**config.mk**
```make
export PLATFORM = sky130hd
export DESIGN_NAME = annexb_nal_splitter_unit
export DESIGN_NICKNAME = d
export VERILOG_FILES = /design/src/design/anbs_pkg.sv /design/src/design/anbs_parser.sv /design/src/design/anbs_arith.sv /design/src/design/annexb_nal_splitter_unit.sv
export SDC_FILE = /design/constraint.sdc
export NUM_CORES = 1
export LEC_CHECK = 0
export ABC_AREA = 0
export BUFFER_PORTS_ARGS = -buffer_cell sky130_fd_sc_hd__buf_2
export CAP_MARGIN = 20
export CORE_ASPECT_RATIO = 1.5
export CORE_MARGIN = 1.5
export CORE_UTILIZATION = 45
export DETAILED_ROUTE_END_ITERATION = 8
export SLEW_MARGIN = 25
export SYNTH_ARGS = -nofsm -noshare
export SYNTH_HDL_FRONTEND = slang
export SYNTH_SLANG_ARGS = --single-unit
```
**constraint.sdc**
```tcl
create_clock -name clock -period 12.1 [get_ports clock]
set_input_delay 2.42 -clock clock [delete_from_list [all_inputs] [get_ports clock]]
set_output_delay 2.42 -clock clock [all_outputs]
set_load 0.01 [all_outputs]
```
**src/design/anbs_pkg.sv**
```systemverilog
// ----------------------------------------------------------------------------
// anbs_pkg - shared types and constants of the Annex-B NAL splitter
// Field widths, state encodings and the structs passed between its modules.
// ----------------------------------------------------------------------------
`default_nettype none

package anbs_pkg;

   localparam int BYTE_W      = 8;
   localparam int STAMP_W     = 32;
   localparam int TYPE_W      = 5;
   localparam int RATE_W      = 8;
   localparam int EMIT_W      = 3;
   localparam int REQ_TDATA_W = 40;
   localparam int RSP_TDATA_W = 40;
   localparam int RSP_TUSER_W = 6;

   localparam int TIMESTAMP_CLOCK_HZ_DEFAULT = 90000;
   localparam logic [RATE_W-1:0] FRAME_RATE_DEFAULT = 8'd30;

   typedef enum logic [1:0] {
      PH_EXPECT,
      PH_PAYLOAD,
      PH_DROP
   } phase_type;

   typedef enum logic [1:0] {
      ST_IDLE,
      ST_EMIT,
      ST_MUL
   } ctl_state_type;

   typedef enum logic [1:0] {
      AR_IDLE,
      AR_DIV,
      AR_MUL
   } arith_phase_type;

   typedef struct packed {
      logic [BYTE_W-1:0]  data_byte;
      logic               packet_end;
      logic [STAMP_W-1:0] frame_count;
      logic               count_valid;
   } item_type;

   typedef struct packed {
      logic [BYTE_W-1:0]  payload_byte;
      logic               unit_first;
      logic               unit_last;
      logic [TYPE_W-1:0]  unit_type;
      logic [STAMP_W-1:0] rtp_time;
   } result_type;

   typedef struct packed {
      logic [EMIT_W-1:0] count;
      logic              open_unit;
   } plan_type;

   typedef struct packed {
      logic               start_mul;
      logic [STAMP_W-1:0] operand;
   } arith_req_type;

   typedef struct packed {
      logic busy;
      logic mul_done;
   } arith_sts_type;

endpackage

`default_nettype wire

```
**src/design/anbs_parser.sv**
```systemverilog
// ----------------------------------------------------------------------------
// anbs_parser - start code parser and held-byte state
// Decides the results of the held item, selects each result by index and
// updates the parse state on commit.
// ----------------------------------------------------------------------------
`default_nettype none

module anbs_parser (
   input  wire                                 clock,
   input  wire                                 reset,
   input  wire  anbs_pkg::item_type            item,
   input  wire  [anbs_pkg::EMIT_W-1:0]         emit_idx,
   input  wire                                 commit,
   input  wire                                 time_we,
   input  wire  [anbs_pkg::STAMP_W-1:0]        time_value,
   output anbs_pkg::plan_type                  plan,
   output anbs_pkg::result_type                result
);

   anbs_pkg::phase_type              phase_ff, phase_in;
   logic [1:0]                       zrun_ff, zrun_in;
   logic                             fill_ff, fill_in;
   logic [anbs_pkg::BYTE_W-1:0]      held_ff, held_in;
   logic                             pfirst_ff, pfirst_in;
   logic [anbs_pkg::TYPE_W-1:0]      ctype_ff, ctype_in;
   logic [anbs_pkg::STAMP_W-1:0]     ctime_ff, ctime_in;

   logic                             held_en;
   logic                             held_last;
   logic [1:0]                       zeros;
   logic                             tail_en;
   logic                             open_unit;
   logic                             is_zero;
   logic                             is_sc;
   logic [anbs_pkg::EMIT_W-1:0]      count;
   logic [anbs_pkg::BYTE_W-1:0]      first_byte;
   logic [anbs_pkg::TYPE_W-1:0]      type_out;

   always_comb begin
      phase_in  = phase_ff;
      zrun_in   = zrun_ff;
      fill_in   = fill_ff;
      held_in   = held_ff;
      held_en   = 1'b0;
      held_last = 1'b0;
      zeros     = 2'd0;
      tail_en   = 1'b0;
      open_unit = 1'b0;
      is_zero   = (item.data_byte == 8'h00);
      is_sc     = (item.data_byte == 8'h01) && (zrun_ff >= 2'd2);

      case (phase_ff)
         anbs_pkg::PH_EXPECT: begin
            if (is_zero) begin
               if (zrun_ff != 2'd3) begin
                  zrun_in = zrun_ff + 2'd1;
               end else begin
                  phase_in = anbs_pkg::PH_DROP;
               end
            end else if (is_sc) begin
               open_unit = !item.packet_end;
            end else begin
               phase_in = anbs_pkg::PH_DROP;
            end
         end
         anbs_pkg::PH_PAYLOAD: begin
            if (is_sc) begin
               held_en   = fill_ff;
               held_last = 1'b1;
               fill_in   = 1'b0;
               zrun_in   = 2'd0;
               open_unit = !item.packet_end;
            end else if (is_zero) begin
               if (item.packet_end) begin
                  held_en   = fill_ff;
                  held_last = 1'b1;
               end else if (zrun_ff != 2'd3) begin
                  zrun_in = zrun_ff + 2'd1;
               end else begin
                  held_en = fill_ff;
                  held_in = 8'h00;
                  fill_in = 1'b1;
               end
            end else begin
               held_en = fill_ff;
               zeros   = (fill_ff && item.packet_end && zrun_ff == 2'd3) ? 2'd2 : zrun_ff;
               tail_en = item.packet_end;
               if (!item.packet_end) begin
                  held_in = item.data_byte;
                  fill_in = 1'b1;
                  zrun_in = 2'd0;
               end
            end
         end
         default: begin
         end
      endcase

      if (open_unit) begin
         phase_in = anbs_pkg::PH_PAYLOAD;
         fill_in  = 1'b0;
         held_in  = 8'h00;
         zrun_in  = 2'd0;
      end
      if (item.packet_end) begin
         phase_in = anbs_pkg::PH_EXPECT;
         zrun_in  = 2'd0;
         fill_in  = 1'b0;
         held_in  = 8'h00;
      end

      count = {2'b00, held_en} + {1'b0, zeros} + {2'b00, tail_en};
      plan.count     = count;
      plan.open_unit = open_unit;

      first_byte = held_en ? held_ff : ((zeros != 2'd0) ? 8'h00 : item.data_byte);
      type_out   = pfirst_ff ? first_byte[anbs_pkg::TYPE_W-1:0] : ctype_ff;

      // held byte leads, then the released zeros, then the final byte
      if (held_en && emit_idx == '0) begin
         result.payload_byte = held_ff;
         result.unit_last    = held_last;
      end else if (tail_en && emit_idx == count - 3'd1) begin
         result.payload_byte = item.data_byte;
         result.unit_last    = 1'b1;
      end else begin
         result.payload_byte = 8'h00;
         result.unit_last    = 1'b0;
      end
      result.unit_first = pfirst_ff && (emit_idx == '0);
      result.unit_type  = type_out;
      result.rtp_time   = ctime_ff;

      pfirst_in = pfirst_ff;
      ctype_in  = ctype_ff;
      if (count != '0) begin
         pfirst_in = 1'b0;
         ctype_in  = type_out;
      end
      if (open_unit) begin
         pfirst_in = 1'b1;
      end
      if (item.packet_end) begin
         pfirst_in = 1'b0;
      end
      ctime_in = time_we ? time_value : ctime_ff;
   end

   always_ff @(posedge clock) begin
      if (reset) begin
         phase_ff  <= anbs_pkg::PH_EXPECT;
         zrun_ff   <= 2'd0;
         fill_ff   <= 1'b0;
         pfirst_ff <= 1'b0;
         ctype_ff  <= '0;
         ctime_ff  <= '0;
      end else begin
         if (commit) begin
            phase_ff  <= phase_in;
            zrun_ff   <= zrun_in;
            fill_ff   <= fill_in;
            pfirst_ff <= pfirst_in;
            ctype_ff  <= ctype_in;
         end
         ctime_ff <= ctime_in;
      end
   end

   always_ff @(posedge clock) begin
      if (commit) begin
         held_ff <= held_in;
      end
   end

endmodule

`default_nettype wire

```
**src/design/anbs_arith.sv**
```systemverilog
// ----------------------------------------------------------------------------
// anbs_arith - shared adder for tick division and timestamp multiply
// One adder, stepped by a counter: restoring division of the clock rate by
// the frame rate on a register write, shift-add multiply per new unit.
// ----------------------------------------------------------------------------
`default_nettype none

module anbs_arith #(
   parameter int TIMESTAMP_CLOCK_HZ = anbs_pkg::TIMESTAMP_CLOCK_HZ_DEFAULT
) (
   input  wire                              clock,
   input  wire                              reset,
   input  wire                              csr_wen,
   input  wire  [anbs_pkg::RATE_W-1:0]      csr_wdata,
   input  wire  anbs_pkg::arith_req_type    req,
   output anbs_pkg::arith_sts_type          sts,
   output logic [anbs_pkg::STAMP_W-1:0]     product
);

   localparam int TICK_W = $clog2(TIMESTAMP_CLOCK_HZ + 1);
   localparam int ITER_W = $clog2(TICK_W);
   localparam int ACC_W  = anbs_pkg::STAMP_W;
   localparam logic [TICK_W-1:0] HZ_BITS     = TICK_W'(TIMESTAMP_CLOCK_HZ);
   localparam logic [TICK_W-1:0] TICKS_RESET =
      TICK_W'(TIMESTAMP_CLOCK_HZ / anbs_pkg::FRAME_RATE_DEFAULT);
   localparam logic [ITER_W-1:0] ITER_LAST   = ITER_W'(TICK_W - 1);

   anbs_pkg::arith_phase_type       aph_ff, aph_in;
   logic [ITER_W-1:0]               iter_ff, iter_in;
   logic [ACC_W-1:0]                acc_ff, acc_in;
   logic [ACC_W-1:0]                mcand_ff, mcand_in;
   logic [anbs_pkg::RATE_W-1:0]     rem_ff, rem_in;
   logic [anbs_pkg::RATE_W-1:0]     rate_ff, rate_in;
   logic [TICK_W-1:0]               ticks_ff, ticks_in;
   logic                            div_pend_ff, div_pend_in;
   logic                            mul_pend_ff, mul_pend_in;
   logic                            done_ff, done_in;

   logic [ACC_W-1:0]                add_a;
   logic [ACC_W-1:0]                add_b;
   logic                            add_cin;
   logic [ACC_W:0]                  sum;
   logic [ITER_W-1:0]               div_idx;
   logic [anbs_pkg::RATE_W:0]       r_trial;
   logic                            qbit;

   always_comb begin
      aph_in      = aph_ff;
      iter_in     = iter_ff;
      acc_in      = acc_ff;
      mcand_in    = mcand_ff;
      rem_in      = rem_ff;
      rate_in     = rate_ff;
      ticks_in    = ticks_ff;
      div_pend_in = div_pend_ff;
      mul_pend_in = mul_pend_ff || req.start_mul;
      done_in     = 1'b0;

      div_idx = ITER_LAST - iter_ff;
      r_trial = {rem_ff, HZ_BITS[div_idx]};

      add_a   = acc_ff;
      add_b   = (ticks_ff[iter_ff]) ? mcand_ff : '0;
      add_cin = 1'b0;
      if (aph_ff == anbs_pkg::AR_DIV) begin
         add_a   = ACC_W'(r_trial);
         add_b   = ~ACC_W'(rate_ff);
         add_cin = 1'b1;
      end
      sum  = {1'b0, add_a} + {1'b0, add_b} + (ACC_W + 1)'(add_cin);
      qbit = sum[ACC_W];

      case (aph_ff)
         anbs_pkg::AR_IDLE: begin
            iter_in = '0;
            acc_in  = '0;
            if (req.start_mul || mul_pend_ff) begin
               aph_in      = anbs_pkg::AR_MUL;
               mcand_in    = req.operand;
               mul_pend_in = 1'b0;
            end else if (div_pend_ff) begin
               aph_in      = anbs_pkg::AR_DIV;
               rem_in      = '0;
               div_pend_in = 1'b0;
            end
         end
         anbs_pkg::AR_DIV: begin
            rem_in  = qbit ? sum[anbs_pkg::RATE_W-1:0] : r_trial[anbs_pkg::RATE_W-1:0];
            acc_in  = {acc_ff[ACC_W-2:0], qbit};
            iter_in = iter_ff + ITER_W'(1);
            if (iter_ff == ITER_LAST) begin
               ticks_in = acc_in[TICK_W-1:0];
               aph_in   = anbs_pkg::AR_IDLE;
            end
         end
         anbs_pkg::AR_MUL: begin
            acc_in   = sum[ACC_W-1:0];
            mcand_in = {mcand_ff[ACC_W-2:0], 1'b0};
            iter_in  = iter_ff + ITER_W'(1);
            if (iter_ff == ITER_LAST) begin
               aph_in  = anbs_pkg::AR_IDLE;
               done_in = 1'b1;
            end
         end
         default: begin
            aph_in = anbs_pkg::AR_IDLE;
         end
      endcase

      if (csr_wen) begin
         rate_in     = (csr_wdata == '0) ? anbs_pkg::FRAME_RATE_DEFAULT : csr_wdata;
         div_pend_in = 1'b1;
      end

      sts.busy     = (aph_ff != anbs_pkg::AR_IDLE) || div_pend_ff || mul_pend_ff;
      sts.mul_done = done_ff;
      product      = acc_ff;
   end

   always_ff @(posedge clock) begin
      if (reset) begin
         aph_ff      <= anbs_pkg::AR_IDLE;
         iter_ff     <= '0;
         rate_ff     <= anbs_pkg::FRAME_RATE_DEFAULT;
         ticks_ff    <= TICKS_RESET;
         div_pend_ff <= 1'b0;
         mul_pend_ff <= 1'b0;
         done_ff     <= 1'b0;
      end else begin
         aph_ff      <= aph_in;
         iter_ff     <= iter_in;
         rate_ff     <= rate_in;
         ticks_ff    <= ticks_in;
         div_pend_ff <= div_pend_in;
         mul_pend_ff <= mul_pend_in;
         done_ff     <= done_in;
      end
   end

   always_ff @(posedge clock) begin
      acc_ff   <= acc_in;
      mcand_ff <= mcand_in;
      rem_ff   <= rem_in;
   end

endmodule

`default_nettype wire

```
**src/design/annexb_nal_splitter_unit.sv**
```systemverilog
// ----------------------------------------------------------------------------
// annexb_nal_splitter_unit - H.264 Annex-B byte stream to NAL unit items
// Strips start codes, marks unit bounds and stamps each unit with a
// time (90 kHz by default) derived from the packet's frame count.
// ----------------------------------------------------------------------------
//  channel  dir  handshake             content
//  req_     in   tvalid/tready         one packet byte, packet end, frame count
//  rsp_     out  tvalid/tready         one payload byte, first/last, type, time
//  csr_     in   wen                   frame rate
//
//  An item causes n results, n = 0..4; a result waits while rsp_tready is
//  low. An item that opens a unit also runs the shift-add multiply on the
//  shared adder. A frame rate write holds req_tready low while the same
//  adder divides the clock rate by it.
//  Reset is synchronous; afterwards the block expects a start code.
// ----------------------------------------------------------------------------
`default_nettype none

module annexb_nal_splitter_unit #(
   parameter int TIMESTAMP_CLOCK_HZ = anbs_pkg::TIMESTAMP_CLOCK_HZ_DEFAULT
) (
   input  wire                                  clock,
   input  wire                                  reset,
   input  wire                                  req_tvalid,
   output logic                                 req_tready,
   input  wire  [anbs_pkg::REQ_TDATA_W-1:0]     req_tdata,   // data_byte, frame_count
   input  wire                                  req_tlast,   // packet_end
   input  wire                                  req_tuser,   // count_valid
   output logic                                 rsp_tvalid,
   input  wire                                  rsp_tready,
   output logic [anbs_pkg::RSP_TDATA_W-1:0]     rsp_tdata,   // payload_byte, rtp_time
   output logic                                 rsp_tlast,   // unit_last
   output logic [anbs_pkg::RSP_TUSER_W-1:0]     rsp_tuser,   // unit_first, unit_type
   input  wire                                  csr_wen,
   input  wire  [anbs_pkg::RATE_W-1:0]          csr_wdata
);

   anbs_pkg::ctl_state_type           state_ff, state_in;
   logic [anbs_pkg::EMIT_W-1:0]       emit_idx_ff, emit_idx_in;
   anbs_pkg::item_type                item_ff, item_in;
   logic                              rsp_valid_ff, rsp_valid_in;
   anbs_pkg::result_type              rsp_item_ff, rsp_item_in;

   anbs_pkg::plan_type                plan;
   anbs_pkg::result_type              result;
   anbs_pkg::arith_req_type           arith_req;
   anbs_pkg::arith_sts_type           arith_sts;
   logic [anbs_pkg::STAMP_W-1:0]      product;
   logic                              accept;
   logic                              commit;
   logic                              time_we;

   anbs_parser u_parser (
      .clock      (clock),
      .reset      (reset),
      .item       (item_ff),
      .emit_idx   (emit_idx_ff),
      .commit     (commit),
      .time_we    (time_we),
      .time_value (product),
      .plan       (plan),
      .result     (result)
   );

   anbs_arith #(
      .TIMESTAMP_CLOCK_HZ (TIMESTAMP_CLOCK_HZ)
   ) u_arith (
      .clock     (clock),
      .reset     (reset),
      .csr_wen   (csr_wen),
      .csr_wdata (csr_wdata),
      .req       (arith_req),
      .sts       (arith_sts),
      .product   (product)
   );

   always_comb begin
      state_in     = state_ff;
      emit_idx_in  = emit_idx_ff;
      item_in      = item_ff;
      rsp_item_in  = rsp_item_ff;
      rsp_valid_in = rsp_valid_ff && !rsp_tready;
      commit       = 1'b0;
      time_we      = 1'b0;
      req_tready   = 1'b0;
      accept       = 1'b0;

      arith_req.start_mul = 1'b0;
      arith_req.operand   = item_ff.count_valid ? item_ff.frame_count : '0;

      case (state_ff)
         anbs_pkg::ST_IDLE: begin
            req_tready = !arith_sts.busy;
            accept     = req_tvalid && req_tready;
            if (accept) begin
               item_in.data_byte   = req_tdata[anbs_pkg::BYTE_W-1:0];
               item_in.frame_count = req_tdata[anbs_pkg::REQ_TDATA_W-1:anbs_pkg::BYTE_W];
               item_in.packet_end  = req_tlast;
               item_in.count_valid = req_tuser;
               emit_idx_in         = '0;
               state_in            = anbs_pkg::ST_EMIT;
            end
         end
         anbs_pkg::ST_EMIT: begin
            if (emit_idx_ff == plan.count) begin
               if (plan.open_unit) begin
                  arith_req.start_mul = 1'b1;
                  state_in            = anbs_pkg::ST_MUL;
               end else begin
                  commit   = 1'b1;
                  state_in = anbs_pkg::ST_IDLE;
               end
            end else if (!rsp_valid_ff || rsp_tready) begin
               rsp_item_in  = result;
               rsp_valid_in = 1'b1;
               emit_idx_in  = emit_idx_ff + anbs_pkg::EMIT_W'(1);
            end
         end
         anbs_pkg::ST_MUL: begin
            if (arith_sts.mul_done) begin
               commit   = 1'b1;
               time_we  = 1'b1;
               state_in = anbs_pkg::ST_IDLE;
            end
         end
         default: begin
            state_in = anbs_pkg::ST_IDLE;
         end
      endcase

      rsp_tvalid = rsp_valid_ff;
      rsp_tdata  = {rsp_item_ff.rtp_time, rsp_item_ff.payload_byte};
      rsp_tlast  = rsp_item_ff.unit_last;
      rsp_tuser  = {rsp_item_ff.unit_type, rsp_item_ff.unit_first};
   end

   always_ff @(posedge clock) begin
      if (reset) begin
         state_ff     <= anbs_pkg::ST_IDLE;
         emit_idx_ff  <= '0;
         rsp_valid_ff <= 1'b0;
      end else begin
         state_ff     <= state_in;
         emit_idx_ff  <= emit_idx_in;
         rsp_valid_ff <= rsp_valid_in;
      end
   end

   always_ff @(posedge clock) begin
      item_ff     <= item_in;
      rsp_item_ff <= rsp_item_in;
   end

   a_mul_wait: assert property (@(posedge clock) disable iff (reset)
      (state_ff == anbs_pkg::ST_MUL) |-> (arith_sts.busy || arith_sts.mul_done))
      else $error("multiply wait with shared adder idle");

   a_accept_emit: assert property (@(posedge clock) disable iff (reset)
      (req_tvalid && req_tready) |=> (state_ff == anbs_pkg::ST_EMIT && emit_idx_ff == '0))
      else $error("accepted item not followed by emission from index zero");

   a_emit_bound: assert property (@(posedge clock) disable iff (reset)
      (state_ff == anbs_pkg::ST_EMIT) |-> (emit_idx_ff <= plan.count))
      else $error("emission index beyond result count");

endmodule

`default_nettype wire
```
==> results of run 1 <==
==> power by group <==
part	switching (mW)	total (mW)	internal, mW
clock network	0.321	0.784	0.463
logic	0.0765	0.120	0.0433
registers	0.0135	0.960	0.947
==> synthesized netlist by cell type (3+ instances only) <==
| library cell | count | area share (%) |
|---|---|---|
| a31oi_1 | 6 | 0.31 |
| edfxtp_1 | 169 | 41 |
| nor3b_1 | 4 | 0.25 |
| ha_1 | 46 | 4.7 |
| nor2b_1 | 50 | 2.6 |
| o21bai_1 | 7 | 0.43 |
| inv_1 | 29 | 0.89 |
| and2_1 | 10 | 0.51 |
| or4_1 | 6 | 0.37 |
| a22oi_1 | 17 | 1.0 |
| o22ai_1 | 4 | 0.20 |
| nand2b_1 | 14 | 0.71 |
| o21ai_0 | 37 | 1.5 |
| xnor2_1 | 14 | 1.0 |
| o31ai_1 | 5 | 0.31 |
| nand4_1 | 11 | 0.56 |
| nand3b_1 | 8 | 0.49 |
| buf_1 | 4 | 0.12 |
| mux4_2 | 5 | 0.92 |
| nand3_1 | 35 | 1.4 |
| nor3_1 | 8 | 0.33 |
| a22o_1 | 41 | 2.9 |
| o21a_1 | 8 | 0.49 |
| dfxtp_1 | 84 | 14 |
| a21oi_1 | 92 | 3.8 |
| clkbuf_1 | 63 | 1.9 |
| xor2_1 | 23 | 1.6 |
| mux2i_1 | 14 | 1.1 |
| o21ai_1 | 23 | 0.94 |
| and3_1 | 6 | 0.31 |
| a21o_1 | 13 | 0.80 |
| a221oi_1 | 3 | 0.21 |
| nor2_1 | 59 | 1.8 |
| and3b_1 | 3 | 0.21 |
| fa_1 | 3 | 0.49 |
| nand2_1 | 212 | 6.5 |
| a211oi_1 | 5 | 0.31 |
==> registers in the layout, summed over array words and instances, names as in the netlist, 2 cells and up <==
signal             count
u_parser.held_ff       8
u_parser.zrun_ff       2
u_arith.aph_ff         2
rsp_tuser              6
item_ff               42
u_parser.phase_ff      2
rsp_tdata             40
u_arith.mcand_ff      32
u_arith.rate_ff        8
u_arith.ticks_ff      17
emit_idx_ff            3
state_ff               2
u_parser.ctime_ff     32
u_arith.product       32
u_arith.rem_ff         8
u_parser.ctype_ff      5
u_arith.iter_ff        5
==> metal layers <==
layer / part of all wire (%) / global-route usage [%] / up-vias
li1: - / - / 4352
met1: 43 / 23.8 / 4016
met2: 50 / 34.7 / 193
met3: 3.6 / 2.05 / 56
met4: 3.3 / 7.63 / 0
met5: 0 / 0 / -
==> kinds of logic after synthesis <==
logic type | share of synthesized area, %
DFF | 55.2
xor gates and xnor gates | 2.65
and+or+nand+nor | 16.8
buffers and inverters | 3.24
adders and majority gates | 5.19
muxes | 2.25
AOI/OAI and AO/OA | 14.7
==> through the flow <==
step / std cells / hold WS, ns
after floorplan: 1178 / 0.408
after global placement: 1555 / 0.412
after detailed placement: 1555 / 0.414
after CTS: 1600 / 0.416
after global routing: 1600 / 0.435
final: 1600 / 0.428
==> layout make-up <==
cell class	count	area, sq um
repair buffers	111	576
fillers	2462	12800
clock buffers	37	732
well taps	337	422
inverters	30	113
multi-input cells	824	5120
clock inverters	8	101
flip-flops and latches	253	6760
==> worst paths after layout <==
path / startpoint / end / slack, ns / cells past startpoint
setup / recovery: u_arith.iter_ff[0]$_SDFFE_PP0P_ / u_arith.product[22]$_DFFE_PP_ / 6.97 / 17
hold / removal: u_parser.ctime_ff[9]$_SDFFE_PP0P_ / rsp_tdata[17]$_DFFE_PP_ / 0.43 / 0
setup reg to reg: u_arith.iter_ff[0]$_SDFFE_PP0P_ / u_arith.product[22]$_DFFE_PP_ / 6.97 / 17
hold reg to reg: u_parser.ctime_ff[9]$_SDFFE_PP0P_ / rsp_tdata[17]$_DFFE_PP_ / 0.43 / 0
==> impl_metrics.yaml, run 1 <==
grt:
  grt_max_degree: 80
  grt_usage_pct: 19.4
  gr-total-overflow: 0
  first_global_vias: 8550
  grt_pass1_wl_um: 43600
  antenna_found_initial: 0
floorplan:
  die_x_um: 138
  placementRows: 73
  pin_count: 104
  core-area_sq_um: 26700
  die-area_sq_um: 28200
  start_util_pct: 45.9
  die_y_um: 205
critical_path:
  crit_fanout: 32
  arrival_ns: 5.40
  crit_chain: "mux4_2 > mux4_2 > inv_1 > o21ai_2 > buf_4 > a31oi_1 > fa_1 > inv_1 > fa_1 > a21oi_1 > o21bai_1 > a21oi_1 > o21ai_1 > a2111o_1 > a21oi_1 > xor2_1 > o21ai_1"
  cpLargestDelayFamily: "compound AO/OA/AOI/OAI gates"
  critPathBufInv: 3
  path_class: "flip-flop to flip-flop"
  crit_slowest_cell: "dfxtp_1"
  critical_path_required_ns: 12.37
  endpoint_kind: "flip-flop"
  critPathMostFrequentCell: "a21oi_1"
  slowest_delay_ns: 0.68
  crit_path_start_kind: "flip-flop"
logic_synthesis:
  syn_area_sq_um: 12300
  synthArstFlopShare_pct: 0
  syn_nets: 1282
  ys_types: 64
  synth_ff_type: "edfxtp_1"
  synth_edf_count: 169
  syn_area_per_cell_sq_um: 10.4
  synth-warning-count: 0
  ys_ff_latch: 253
  netlist_instances: 1178
  ys_seq_area_share_pct: 55.2
cts:
  root_buffer: "clkbuf_16"
  cts_made_buffers: 25
  clockBufferDepth: 3
  cts_tree: "built"
  clock_sinks: 253
  cts.clk_slew.worst_paths_ns: 0.07
  htree_num_levels: 1
  post_cts_resized: 0
  clk_latency_ns: 0.54
  post_cts_buffers: 0
  cts_hold_buf: 0
placed_design:
  portBuffers: 103
  place.gp.congestion: 0.882
  dpl_cell_area_sq_um: 13000
  dp_hpwl_um: 19300
  dp_slack_ns: 6.92
sta:
  post-route-period-util_pct: 42.4
  timing.fmax_mhz: 195
  rsz0062_at_grt: "no"
  drv_slew: 0
  finalWorstSetupSlack_ns: 6.97
  hold_viol: 0
  finalSetupViolations: 0
  tightest_slew_ns: 0.826
  fin_skew_ns: 0.0177
  min_period_ns: 5.13
  tns_ns: 0
  slew_headroom_pct: 45.0
final_layout:
  fin_util_pct: 51.8
  final_common_cell: "nand2_1"
  final_cell_mix: "211 x nand2_1, 169 x edfxtp_1, 103 x buf_2, 92 x a21oi_1, 84 x dfxtp_1"
  areaGrowthSynthToFinish_pct: 12.8
  antenna_cells: 0
  layout.nets: 1349
  design_area_sq_um: 13800
  layout-drive-gt1-share_pct: 13.5
detailed_routing:
  via_count: 8617
  wl_per_cell_um: 16.6
  routed_via_density: 5.39
  drc: 0
  drtAntennaViolNets: 0
  dr.first_iter.drc_count: 404
  dr.pass1.iters: 5
  wirelength_um: 26600
min_path:
  hold_path.class: "flip-flop to flip-flop"
status:
  status: "finished, final reports clean"
job:
  maxCapViolCount: 0
power_and_ir_drop:
  p_leak_nw: 5.45
  ir_drop_mv: 0.131
  power_density_nw_per_um2: 135
  total_power_mw: 1.86
Power figures use the tool's default switching activity.
==> run 2: changes to the inputs <==
--- a/config.mk
+++ b/config.mk
@@ -5,7 +5,7 @@
 export SDC_FILE = /design/constraint.sdc
 export NUM_CORES = 1
 export LEC_CHECK = 0
-export ABC_AREA = 0
+export ABC_AREA = 1
 export BUFFER_PORTS_ARGS = -buffer_cell sky130_fd_sc_hd__buf_2
 export CAP_MARGIN = 20
 export CORE_ASPECT_RATIO = 1.5
==> constraint.sdc (replaced) <==
create_clock -name clock -period 4.72 [get_ports clock]
set_input_delay 0.944 -clock clock [delete_from_list [all_inputs] [get_ports clock]]
set_output_delay 0.944 -clock clock [all_outputs]
set_load 0.01 [all_outputs]
==> impl_metrics.yaml, run 2 <==
sta:
  timing.fmax_mhz: 244
  post-route-period-util_pct: 86.7
  holdWs_ns: 0.424
  finalSetupViolations: 0
  fin_skew_ns: 0.0233
  drv_slew: 0
  tns_ns: 0
  slew_headroom_pct: 35.0
  finalWorstSetupSlack_ns: 0.625
  rsz0062_at_grt: "no"
  min_period_ns: 4.09
  hold_viol: 0
  tightest_slew_ns: 0.975
detailed_routing:
  wl_per_cell_um: 15.3
  drc: 0
  routed_via_density: 4.96
  drtAntennaViolNets: 0
  via_count: 10700
  dr.pass1.iters: 5
  dr.first_iter.drc_count: 513
  wirelength_um: 33100
final_layout:
  largest_register_ffs: 42
  areaGrowthSynthToFinish_pct: 12.9
  top_register: "item_ff"
  final_cell_mix: "454 x nand2_1, 209 x inv_1, 169 x edfxtp_1, 138 x nand3_1, 135 x nor2_1"
  design_area_sq_um: 15400
  fillCellCount: 2932
  multi_input_area_sq_um: 5790
  layout-drive-gt1-share_pct: 13.9
  seq_area_sq_um: 6760
  layout.nets: 1854
  antenna_cells: 0
  instances_no_fill: 2164
  final_common_cell: "nand2_1"
cts:
  cts.clk_slew.worst_paths_ns: 0.06
  clk_latency_ns: 0.55
  post_cts_resized: 0
  cts_hold_buf: 0
  root_buffer: "clkbuf_16"
  post_cts_buffers: 0
  htree_num_levels: 1
  cts_made_buffers: 25
  clockBufferDepth: 3
  clock_sinks: 253
  cts_tree: "built"
logic_synthesis:
  syn_area_sq_um: 13600
  ys_ff_latch: 253
  synth_largest_area_cell: "edfxtp_1"
  ys_types: 48
  synth_edf_count: 169
  synth_ff_type: "edfxtp_1"
  synthTopCellsByCount: "454 x nand2_1, 210 x inv_1, 169 x edfxtp_1, 138 x nand3_1, 137 x nor2_1"
  netlist_instances: 1665
  syn_nets: 1769
  synth_top_area_share_pct: 37.3
  synthArstFlopShare_pct: 0
  ys_seq_area_share_pct: 49.6
  syn_area_per_cell_sq_um: 8.18
  synth-warning-count: 0
  yosysMostFrequentCell: "nand2_1"
  synth.area.top_cells: "edfxtp_1 37%, nand2_1 13%, dfxtp_1 12%"
critical_path:
  crit_slowest_cell: "dfxtp_1"
  critPathBufInv: 3
  critPathMostFrequentCell: "nand2_1"
  cpLargestDelayFamily: "simple AND/OR/NAND/NOR gates"
  critical_path_required_ns: 4.99
  crit_fanout: 17
  path_class: "flip-flop to flip-flop"
  slowest_delay_ns: 0.70
  crit_path_start_kind: "flip-flop"
  crit_chain: "inv_2 > ha_1 > xnor2_1 > inv_1 > o21ai_0 > a21oi_1 > o21ai_0 > nand2_1 > o21a_1 > fa_1 > inv_1 > fa_1 > nand3_1 > nand3_2 > nand2_1 > nand2_1 > nand2_1 > nand2_1 > nand2_1 > nand2_1 > nand2_1 > nand3_1 > a21oi_1"
  endpoint_kind: "flip-flop"
  arrival_ns: 4.37
grt:
  antenna_found_initial: 0
  grt_pass1_wl_um: 53200
  first_global_vias: 10600
  gr-total-overflow: 0
  grt_max_degree: 63
  grt_usage_pct: 21.2
floorplan:
  die-area_sq_um: 31300
  die_y_um: 216
  placementRows: 77
  core-area_sq_um: 29700
  start_util_pct: 45.9
  die_x_um: 145
  pin_count: 104
status:
  status: "finished, final reports clean"
placed_design:
  portBuffers: 103
  place.gp.congestion: 0.928
  dp_slack_ns: 0.667
  dp.cells: 2118
  dp_hpwl_um: 25400
  dpl_cell_area_sq_um: 14500
power_and_ir_drop:
  power_density_nw_per_um2: 371
  ir_drop_mv: 0.287
  p_leak_nw: 6.87
job:
  maxCapViolCount: 0
min_path:
  hold_path.class: "flip-flop to flip-flop"
run 2: changes by cell type after synthesis, sizes merged, moves of 17 or more:
cell    before  now
nor2        59  156
a21oi       92  121
nor2b       50    0
a22oi       17    0
a22o        41    0
nand2      213  476
o21ai       61  102
nand3       35  149
inv         29  223
buf          8   32
clkbuf      63   25
xor2        23    5
run 2: cell type report:
class | count | area share, %
Clock buffer | 34 | 4.83
Clock inverter | 12 | 0.757
Inverter | 224 | 5.47
Multi-Input combinational cell | 1131 | 37.7
Sequential cell | 253 | 44.0
Tap cell | 395 | 3.22
Timing Repair Buffer | 115 | 4.10
run 2: path summary, 6_finish.rpt:
path	startpoint	endpoint	slack (ns)	cells past startpoint
max	u_arith.iter_ff[0]$_SDFFE_PP0P_	u_arith.product[30]$_DFFE_PP_	0.63	23
max reg2reg	u_arith.iter_ff[0]$_SDFFE_PP0P_	u_arith.product[30]$_DFFE_PP_	0.63	23
min	u_parser.ctime_ff[23]$_SDFFE_PP0P_	rsp_tdata[31]$_DFFE_PP_	0.42	0
min reg2reg	u_parser.ctime_ff[23]$_SDFFE_PP0P_	rsp_tdata[31]$_DFFE_PP_	0.42	0
run 2: per-stage QoR:
stage	total power [mW]	util (%)
floorplan	3.39	-
global placement	3.69	48.9
detailed placement	3.70	48.9
CTS	5.78	51.8
global route	5.97	51.8
finish	5.71	51.8
run 2: kinds of logic after synthesis:
family                     count (synthesis)  synth area share [%]
DFF                                      253                  49.6
xor gates and xnor gates                  13                 0.891
AOI/OAI and AO/OA                        241                  9.55
buffers and inverters                    281                  8.06
adders and majority gates                 49                  4.67
and+or+nand+nor                          828                  27.2
run 2: metal layers:
| metal | global-route usage (%) | share of wire [%] | routed length, um | vias up |
|---|---|---|---|---|
| met5 | 0 | 0 | 0 | - |
| met4 | 8.83 | 3.6 | 1190 | 0 |
| met3 | 2.15 | 3.7 | 1210 | 65 |
| met2 | 40.4 | 52 | 17200 | 212 |
| met1 | 23.8 | 41 | 13500 | 4835 |
| li1 | - | - | - | 5618 |
run 2: where the power goes:
group	leakage (nW)	internal [mW]	switching [mW]
clock network	0.430	1.22	0.848
logic	4.08	0.300	0.666
registers	2.36	2.59	0.0916
total	6.87	4.10	1.61
==> run 3: changes to the inputs <==
--- a/config.mk
+++ b/config.mk
@@ -6,11 +6,13 @@
 export NUM_CORES = 1
 export LEC_CHECK = 0
 export ABC_AREA = 1
+export ABC_CLOCK_PERIOD_IN_PS = 4720
 export BUFFER_PORTS_ARGS = -buffer_cell sky130_fd_sc_hd__buf_2
 export CAP_MARGIN = 20
 export CORE_ASPECT_RATIO = 1.5
 export CORE_MARGIN = 1.5
 export CORE_UTILIZATION = 45
+export CTS_BUF_LIST = sky130_fd_sc_hd__clkbuf_16
 export DETAILED_ROUTE_END_ITERATION = 8
 export SLEW_MARGIN = 25
 export SYNTH_ARGS = -nofsm -noshare
==> impl_metrics.yaml, run 3 (synthesis gave the netlist of run 2 again) <==
detailed_routing:
  routed_via_density: 4.96
  via_count: 10700
  drtAntennaViolNets: 0
  dr.first_iter.drc_count: 486
  wl_per_cell_um: 15.3
  wirelength_um: 33200
  drc: 0
  dr.pass1.iters: 5
critical_path:
  crit_fanout: 17
  path_class: "flip-flop to flip-flop"
  critical_path_required_ns: 4.99
  slowest_delay_ns: 0.70
  crit_slowest_cell: "dfxtp_1"
  r2r_slack_ns: 0.62
  cpLargestDelayFamily: "simple AND/OR/NAND/NOR gates"
  critPathMostFrequentCell: "nand2_1"
  rr_endpoint: "u_arith.product[30]$_DFFE_PP_"
  crit_path_start_kind: "flip-flop"
  reg2reg_depth: 23
  worstReg2RegStart: "u_arith.iter_ff[0]$_SDFFE_PP0P_"
  crit_chain: "inv_2 > ha_1 > xnor2_1 > inv_1 > o21ai_0 > a21oi_1 > o21ai_0 > nand2_1 > o21a_1 > fa_1 > inv_1 > fa_1 > nand3_1 > nand3_2 > nand2_1 > nand2_1 > nand2_1 > nand2_1 > nand2_1 > nand2_1 > nand2_1 > nand3_1 > a21oi_1"
  endpoint_kind: "flip-flop"
  arrival_ns: 4.37
  critPathBufInv: 3
sta:
  timing.fmax_mhz: 244
  finalSetupViolations: 0
  fin_skew_ns: 0.0213
  hold_viol: 0
  min_period_ns: 4.10
  tns_ns: 0
  drv_slew: 0
  slew_headroom_pct: 34.3
  rsz0062_at_grt: "no"
  tightest_slew_ns: 0.985
  post-route-period-util_pct: 86.9
final_layout:
  final_cell_mix: "454 x nand2_1, 213 x inv_1, 169 x edfxtp_1, 138 x nand3_1, 135 x nor2_1"
  top_register: "item_ff"
  areaGrowthSynthToFinish_pct: 12.7
  layout-drive-gt1-share_pct: 13.8
  antenna_cells: 0
  largest_register_ffs: 42
  layout.nets: 1854
  final_common_cell: "nand2_1"
floorplan:
  die_x_um: 145
  pin_count: 104
  die-area_sq_um: 31300
  core-area_sq_um: 29700
  die_y_um: 216
  start_util_pct: 45.9
  placementRows: 77
cts:
  root_buffer: "clkbuf_16"
  clock_sinks: 253
  post_cts_resized: 0
  cts_hold_buf: 0
  cts_made_buffers: 25
  clockBufferDepth: 3
  clk_latency_ns: 0.55
  post_cts_buffers: 0
  cts_tree: "built"
  cts.clk_slew.worst_paths_ns: 0.06
  htree_num_levels: 1
power_and_ir_drop:
  total_power_mw: 5.67
  p_comb_share_pct: 17.0
  p_leak_nw: 6.88
  seq_power_share_pct: 47.2
  power_density_nw_per_um2: 369
  swShare_pct: 28.4
  intPower_mw: 4.06
  power_switching_mw: 1.61
  ir_drop_mv: 0.288
  pwr-share-clk_pct: 35.7
status:
  status: "finished, final reports clean"
placed_design:
  portBuffers: 103
  place.gp.congestion: 0.928
  dp_hpwl_um: 25400
grt:
  gr-total-overflow: 0
  grt_use_met3_pct: 2.15
  antenna_found_initial: 0
  first_global_vias: 10600
  met1_usage_pct: 23.7
  grt_usage_pct: 21.2
  grt_busiest_layer: "met2"
  grt_max_degree: 63
  grt_use_met2_pct: 40.4
  grt_pass1_wl_um: 53200
min_path:
  holdCritStartpoint: "u_parser.ctime_ff[23]$_SDFFE_PP0P_"
  hold_path.class: "flip-flop to flip-flop"
  holdPathEnd: "rsp_tdata[31]$_DFFE_PP_"
  hold-path-cell-count: 0
job:
  maxCapViolCount: 0
## run 3: metal layers
layer / up-vias / share of wire (%)
met5: - / 0
met4: 0 / 3.5
met3: 62 / 3.2
met2: 201 / 52
met1: 4854 / 41
li1: 5619 / -
## run 3: how the worst max path moves through the flow
stage                                     from                            end  depth (start not counted)
2_1_floorplan            item_ff[37]$_DFFE_PP_         rsp_tdata[0]$_DFFE_PP_                         12
3_5_place_dp   u_arith.iter_ff[0]$_SDFFE_PP0P_  u_arith.product[30]$_DFFE_PP_                         23
5_1_grt        u_arith.iter_ff[0]$_SDFFE_PP0P_  u_arith.product[30]$_DFFE_PP_                         23
3_3_place_gp   u_arith.iter_ff[0]$_SDFFE_PP0P_  u_arith.product[30]$_DFFE_PP_                         23
6_report       u_arith.iter_ff[0]$_SDFFE_PP0P_  u_arith.product[30]$_DFFE_PP_                         23
4_1_cts        u_arith.iter_ff[0]$_SDFFE_PP0P_  u_arith.product[30]$_DFFE_PP_                         23
## run 3: area by class of cell
class,count,area (sq um)
Sequential cell,253,6760
Fill cell,2935,14300
Multi-Input combinational cell,1131,5790
Inverter,224,841
Tap cell,395,494
Clock buffer,28,701
Timing Repair Buffer,115,631
Clock inverter,18,139
## run 3: power groups by stage
stage	registers (mW)	logic (mW)	clock network (mW)
6_report	2.68	0.966	2.03
5_1_grt	2.70	1.08	2.15
4_1_cts	2.68	0.976	2.08
3_5_place_dp	2.73	0.972	0
3_3_place_gp	2.72	0.968	0
2_1_floorplan	2.73	0.666	0
## run 3: worst register-to-register path, cell delays in order (launching register included)
cell and delay [ns]:
dfxtp_1 0.70, inv_2 0.15, ha_1 0.26, xnor2_1 0.19
inv_1 0.06, o21ai_0 0.20, a21oi_1 0.09, o21ai_0 0.08
nand2_1 0.11, o21a_1 0.15, fa_1 0.42, inv_1 0.16
fa_1 0.27, nand3_1 0.11, nand3_2 0.13, nand2_1 0.06
nand2_1 0.13, nand2_1 0.07, nand2_1 0.17, nand2_1 0.11
nand2_1 0.07, nand2_1 0.04, nand3_1 0.08, a21oi_1 0.07
## run 3: per-stage QoR
stage / instance area, sq um / cells / setup WS (ns) / util (%) / hold WS [ns]
floorplan: 13600 / 1665 / 0.214 / - / 0.403
global placement: 14500 / 2118 / 0.744 / 48.9 / 0.408
detailed placement: 14500 / 2118 / 0.667 / 48.9 / 0.410
CTS: 15400 / 2164 / 0.645 / 51.7 / 0.427
global route: 15400 / 2164 / 0.212 / 51.7 / 0.434
finish: 15400 / 2164 / 0.617 / 51.7 / 0.424
